$ cat config.mk
export PLATFORM = sky130hd
export DESIGN_NAME = pts_front
export DESIGN_NICKNAME = d
export VERILOG_FILES = /design/src/design/precursor_theta_step_unit_assert.svh /design/src/design/pts_pkg.sv /design/src/design/pts_front.sv
export SDC_FILE = /design/constraint.sdc
export NUM_CORES = 1
export LEC_CHECK = 0
export BUFFER_PORTS_ARGS = -buffer_cell sky130_fd_sc_hd__buf_2
export CAP_MARGIN = 25
export CORE_AREA = 2 2 180 182
export CTS_BUF_LIST = sky130_fd_sc_hd__clkbuf_2
export CTS_CLUSTER_SIZE = 20
export DETAILED_ROUTE_END_ITERATION = 6
export DIE_AREA = 0 0 182 184
export PLACE_DENSITY = 0.67
export SLEW_MARGIN = 10
export SYNTH_ARGS = -nofsm -noshare
export SYNTH_HDL_FRONTEND = slang
export SYNTH_SLANG_ARGS = --single-unit
$ cat constraint.sdc
create_clock -name clk_i -period 8.6 [get_ports clk_i]
set_input_delay 1.72 -clock clk_i [delete_from_list [all_inputs] [get_ports clk_i]]
set_output_delay 1.72 -clock clk_i [all_outputs]
set_load 0.005 [all_outputs]
$ cat src/design/precursor_theta_step_unit_assert.svh
// ----------------------------------------------------------------------------
// Precursor theta step assertion macros
// Concurrent check shorthands clocked on clk_i and disabled in reset.
// ----------------------------------------------------------------------------
`ifndef PRECURSOR_THETA_STEP_UNIT_ASSERT_SVH
`define PRECURSOR_THETA_STEP_UNIT_ASSERT_SVH

// check a consequence in the same cycle
`define PTS_ASSERT_NOW(label, ante, cons) \
  label: assert property (@(posedge clk_i) disable iff (!rst_ni) (ante) |-> (cons)) \
    else $error("precursor theta step: same-cycle check failed");

// check a consequence in the next cycle
`define PTS_ASSERT_NEXT(label, ante, cons) \
  label: assert property (@(posedge clk_i) disable iff (!rst_ni) (ante) |=> (cons)) \
    else $error("precursor theta step: next-cycle check failed");

`endif

$ cat src/design/pts_pkg.sv
// ----------------------------------------------------------------------------
// Precursor theta step package
// Shared command type, register codes and saturating add.
// ----------------------------------------------------------------------------
package pts_pkg;

  typedef enum logic {
    OP_ACCUM,
    OP_UPDATE
  } op_e;

  localparam logic [1:0] MODE_IMPLICIT = 2'd0;
  localparam logic [1:0] MODE_CRANK    = 2'd1;

  localparam logic REG_MODE = 1'b0;
  localparam logic REG_DT   = 1'b1;

  localparam logic signed [63:0] S64_MAX = 64'sh7fff_ffff_ffff_ffff;
  localparam logic signed [63:0] S64_MIN = 64'sh8000_0000_0000_0000;

  // classified operands: accumulate x=cs y=flux z=vf, update x=lambda y=yield z=prev
  typedef struct packed {
    op_e                op;
    logic               clear;
    logic signed [63:0] x;
    logic signed [63:0] y;
    logic signed [63:0] z;
  } cmd_t;

  typedef struct packed {
    logic signed [63:0] val;
    logic               clip;
  } sat_t;

  function automatic sat_t sat_add(logic signed [63:0] a, logic signed [63:0] b);
    logic [64:0] sum;
    sat_t        r;
    sum = {a[63], a} + {b[63], b};
    r.clip = sum[64] != sum[63];
    if (r.clip) begin
      r.val = sum[64] ? S64_MIN : S64_MAX;
    end else begin
      r.val = signed'(sum[63:0]);
    end
    return r;
  endfunction

endpackage

$ cat src/design/pts_front.sv
// ----------------------------------------------------------------------------
// Precursor theta step front end
// Accepts input words, classifies them into commands, queues two of them.
// ----------------------------------------------------------------------------
module pts_front #(
  parameter int DATA_WIDTH = 48
) (
  input  logic                         clk_i,
  input  logic                         rst_ni,
  input  logic                         push_i,
  output logic                         full_o,
  input  logic                         action_i,
  input  logic                         cell_start_i,
  input  logic signed [DATA_WIDTH-1:0] cross_section_i,
  input  logic signed [DATA_WIDTH-1:0] flux_i,
  input  logic        [32:0]           volume_fraction_i,
  input  logic        [46:0]           decay_constant_i,
  input  logic        [32:0]           yield_fraction_i,
  input  logic signed [DATA_WIDTH-1:0] previous_concentration_i,
  output pts_pkg::cmd_t                cmd_o,
  output logic                         cmd_valid_o,
  input  logic                         cmd_pop_i
);

  pts_pkg::cmd_t cmd_in;
  pts_pkg::cmd_t queue_q [2];
  logic          wp_q, rp_q;
  logic [1:0]    cnt_q;
  logic          do_push, do_pop;

  // classify the word into a command with 64-bit operands
  always_comb begin
    cmd_in.clear = cell_start_i;
    if (action_i) begin
      cmd_in.op = pts_pkg::OP_UPDATE;
      cmd_in.x  = signed'(64'(decay_constant_i));
      cmd_in.y  = signed'(64'(yield_fraction_i));
      cmd_in.z  = 64'(previous_concentration_i);
    end else begin
      cmd_in.op = pts_pkg::OP_ACCUM;
      cmd_in.x  = 64'(cross_section_i);
      cmd_in.y  = 64'(flux_i);
      cmd_in.z  = signed'(64'(volume_fraction_i));
    end
  end

  assign full_o      = cnt_q == 2'd2;
  assign cmd_valid_o = cnt_q != 2'd0;
  assign cmd_o       = queue_q[rp_q];
  assign do_push     = push_i && !full_o;
  assign do_pop      = cmd_pop_i && cmd_valid_o;

  // advance queue pointers
  always_ff @(posedge clk_i or negedge rst_ni) begin
    if (!rst_ni) begin
      wp_q  <= 1'b0;
      rp_q  <= 1'b0;
      cnt_q <= 2'd0;
    end else begin
      if (do_push) wp_q <= !wp_q;
      if (do_pop)  rp_q <= !rp_q;
      cnt_q <= cnt_q + 2'(do_push) - 2'(do_pop);
    end
  end

  // hold queued commands
  always_ff @(posedge clk_i) begin
    if (do_push) queue_q[wp_q] <= cmd_in;
  end

endmodule

---- Word-level counts from Yosys, hierarchy flattened ----
Memories as Yosys holds them, arrays and structs flattened.
Cells that the tools add are included.
word-level totals
  bits in registers ....................... 4
  RAM bits ................................ 388
  input bits .............................. 263
  output and inout bits ................... 196
  logic and storage cells ................. 17
  memories kept ........................... 1
cells by class
  $add $sub $neg .......................... 2
  equality and inequality tests ........... 1
  mux-type cells .......................... 4
  reduce and logical (&&, ||, !) cells .... 6
memories
  name     words  width  read ports  clocked after Yosys merged registers in  wr ports  RTL line         text
  queue_q  2      194    1           0                                        1         pts_front.sv:26  pts_pkg::cmd_t queue_q [2];
operator list
  kind                                  count
  2-to-1 mux 192 bit                    1
  logical NOT 1 bit                     3
  2-to-1 mux 1 bit                      3
  adder 2 x 1 -> 2 bit                  1
  == test 2 bit, second input constant  1
  logical AND 1 bit                     2
  nonzero test 2 bit                    1
  subtractor 2 x 1 -> 2 bit             1

---- Longest topological paths before layout ----
  word-level depth ........................ 5
  gate-level depth with buffers ........... 7
  depth with buffers taken out ............ 7

---- Worst setup path after synthesis ----
No wires, ideal clock.
  path kind ............................... input port to flip-flop
  start point ............................. input port push_i
  end point ............................... memory queue_q[0][0] in the netlist's numbering, enable pin
  library setup time ...................... 0.653 ns
  arrival ................................. 7.876 ns
  path slack .............................. 0.071 ns
  stages .................................. 2
  path buffers ............................ 0
  path through ............................ nand2_1 nor2_1
on the way
  cells in the longest elaborated chain, start to end .. 3
RTL lines
  element                                 RTL line         text
  from (decl)                             pts_front.sv:10  input logic push_i,
  logical AND 1 bit                       pts_front.sv:50  assign do_push = push_i && !full_o;
  2-to-1 mux 1 bit                        pts_front.sv:68  if (do_push) queue_q[wp_q] <= cmd_in;
  2-to-1 mux 1 bit (not written as such)  pts_front.sv:68
  to (decl)                               pts_front.sv:26
No other way between the ends.

==> key figures <==
Job
  • MaxCap Viol Count: 0

Synthesis
  • Post-Syn Area: 12800 um2
  • Synth warnings: 0
  • Seq/Total Area, Yosys: 69.4%
  • Syn_nets: around 950
  • Synth cell types: 19
  • Top cells by area, synth: edfxtp_1, mux2_2, buf_4
  • #FFs+latches synth: roughly 300
  • Cell taking the most area after synthesis: edfxtp_1
  • Syn Inst Count: a little under 700
  • Synth top area share: around two thirds
  • Average size of a mapped cell: approximately 19 um2

Timing
  • Relative slew slack: between 30% and 40%
  • RSZ-0062 raised after global routing: false
  • Final Setup Violations: 0
  • Fmax: roughly 220 MHz
  • Max-slew violation count: 0
  • Worst Tran Pin Value: between 1000 and 1500 ps
  • Fin Setup TNS: 0 ps
  • Final worst path period share: a little over half
  • Setup Skew: around 80 ps
  • Final hold vios: 0
  • Min Tclk post-route: between 4000 and 5000 ps
  • Worst setup margin: just over 4000 ps

Global route
  • Largest net degree at the start of global routing: a little under 90
  • First-pass GRT wire length: ~42 mm
  • Congestion Overflow GR: 0
  • Initial antenna violation count: 2
  • GRT Total Usage: around 16%
  • Vias in the first global route: just under 8000

Route
  • Vias: between 7000 and 8000
  • Drt via density: 4.68
  • Routed len/inst: ~18 um
  • Post-Route WL: 28.3 mm
  • Detailed Routing Iterations Pass 1: 4
  • Antenna Nets Post-Route: 0
  • Drc violations: 0
  • Drt first-iter violations: between 300 and 400

Power and ir drop
  • Peak VDD IR: 0.000215 V
  • Cell-internal power: 3130 uW
  • Cell Pwr Density: approximately 290 nW/um2
  • Net Sw Frac: 30.5%
  • Sequential power share: 45.8%
  • Static leakage: between 0.006 and 0.007 uW
  • Psw: around 1400 uW
  • Clock share of power: 21.7%
  • Logic pwr share: between 30% and 40%

Finish
  • Footprint of the multi-input gates: roughly 3300 um2
  • FF+latch area: ~9000 um2
  • Commonest cells after routing, fill and taps aside: buf_2, edfxtp_1, mux2_2
  • Final instance area: between 15000 and 20000 um2
  • Leading cell type in the layout, fill and taps excluded: buf_2
  • Final core occ: between 50% and 60%
  • Nets: around 1400
  • Share of layout cells above drive strength 1: 71.6%
  • Area growth from synthesis to layout: 23.3%
  • Fillers: 2741

Setup path
  • CP arrival: 2850 ps
  • Worst-path fanout max: 72
  • Max stage delay on crit path: around 770 ps
  • Critical path endpoint category: primary output
  • Crit Path Category: reg2out
  • Cell Chain, Critical Path: buf_4 > mux2_2 > buf_2
  • Setup crit start kind: flip-flop
  • Slowest cell on the critical path: buf_4
  • Worst EP required: 6880 ps

Clocking
  • Worst skew pair latency: ~800 ps
  • CTS Buffer Depth: 3
  • CTS Root Cell: clkbuf_2
  • CTS clk-pin slew, worst paths: 90 ps
  • Post-CTS Hold Fix Bufs: 0
  • CTS tree: yes
  • Total CTS buffers: around 80
  • Number of setup buffers added after CTS: 0
  • Post-CTS Resized: 0
  • Htree depth: 3
  • Clock sink total: 296

Die
  • Core footprint: ~31000 um2
  • Initial Util: about two fifths
  • Site Rows: 65
  • Top-level port count: 459
  • Die width: ~180 um
  • Die Y: about 180 um
  • DIE AREA: 33500 um2

Placement
  • Port bufs: approximately 460
  • Hpwl dp: about 19 mm
  • Post-placement setup slack: roughly 4600 ps
  • Cell Area, Placed: around 15000 um2
  • Gpl congestion: 0.759

Worst hold path
  • Hold Path Class: reg2reg

Outcome
  • Outcome: finished clean
-- worst paths after layout --
path,startpoint,to,slack [ps],depth (start not counted)
max,rp_q,cmd_o[121],4030,3
min in group asynchronous,rst_ni,cnt_q[0],710,1
max reg2reg,cnt_q[1],queue_q[0][92],6320,4
max in group asynchronous,rst_ni,rp_q,7740,1
min,cnt_q[1],cnt_q[1],520,1
min reg2reg,cnt_q[1],cnt_q[1],520,1
-- cells in the mapped netlist, drive strengths merged --
cell type / n
inv: 2
and3: 1
ha: 2
edfxtp: 292
or2: 1
nand2b: 1
nand2: 1
dfrtp: 4
buf: 79
and2: 16
xnor2: 3
nor2: 1
xor2: 1
clkbuf: 1
nor2b: 16
mux2: 259
-- sequential cells by signal, indices dropped and copies added, names as in the netlist --
name,cells
queue_q,292
cnt_q,2
rp_q,1
wp_q,1
-- routing by layer --
layer	up-vias	routed length [um]	GRT usage, %
met5	-	0	0
met4	0	623	6.61
met3	51	2370	5.23
met2	348	14500	28.5
met1	3552	10800	18.3
li1	3530	-	-
-- cell families (layout without fill, tap and decap cells) --
logic type                 Yosys count  count (layout)  synth area share (%)
muxes                              259             259                  23.7
DFF                                296             296                  69.4
other                                0               1                     0
buffers and inverters               82             598                  4.73
adders and majority gates            2               2                 0.196
xor gates and xnor gates             4               4                 0.274
and+or+nand+nor                     37              37                  1.77
-- through the flow --
stage	instances	hold slack, ps	power (uW)
6_report	1599	519	4510
3_5_place_dp	1467	507	3600
4_1_cts	1598	529	4600
5_1_grt	1599	559	4790
3_3_place_gp	1467	491	3580
2_1_floorplan	680	460	3130
-- final cells by class --
class                   count  area share (%)
well taps                 402            3.19
clock buffers             122            3.87
flip-flops and latches    296            56.3
diodes                      1          0.0159
multi-input cells         302            21.1
repair buffers            465            14.9
clock inverters             9           0.611
inverters                   2          0.0476
-- critical path, delay by kind of cell, from the launching register on --
family / cells / cell delay [ps]
buf+inv: 2 / 930
mux: 1 / 530
flops: 1 / 520
-- power by group through the flow --
| stage | Sequential (uW) | Combinational, uW | Clock, uW |
|---|---|---|---|
| floorplan | 2130 | 996 | 0 |
| global placement | 2080 | 1500 | 0 |
| detailed placement | 2100 | 1500 | 0 |
| CTS | 2070 | 1500 | 1030 |
| global route | 2100 | 1600 | 1100 |
| finish | 2070 | 1470 | 979 |
(Power assumes the default switching activity.)
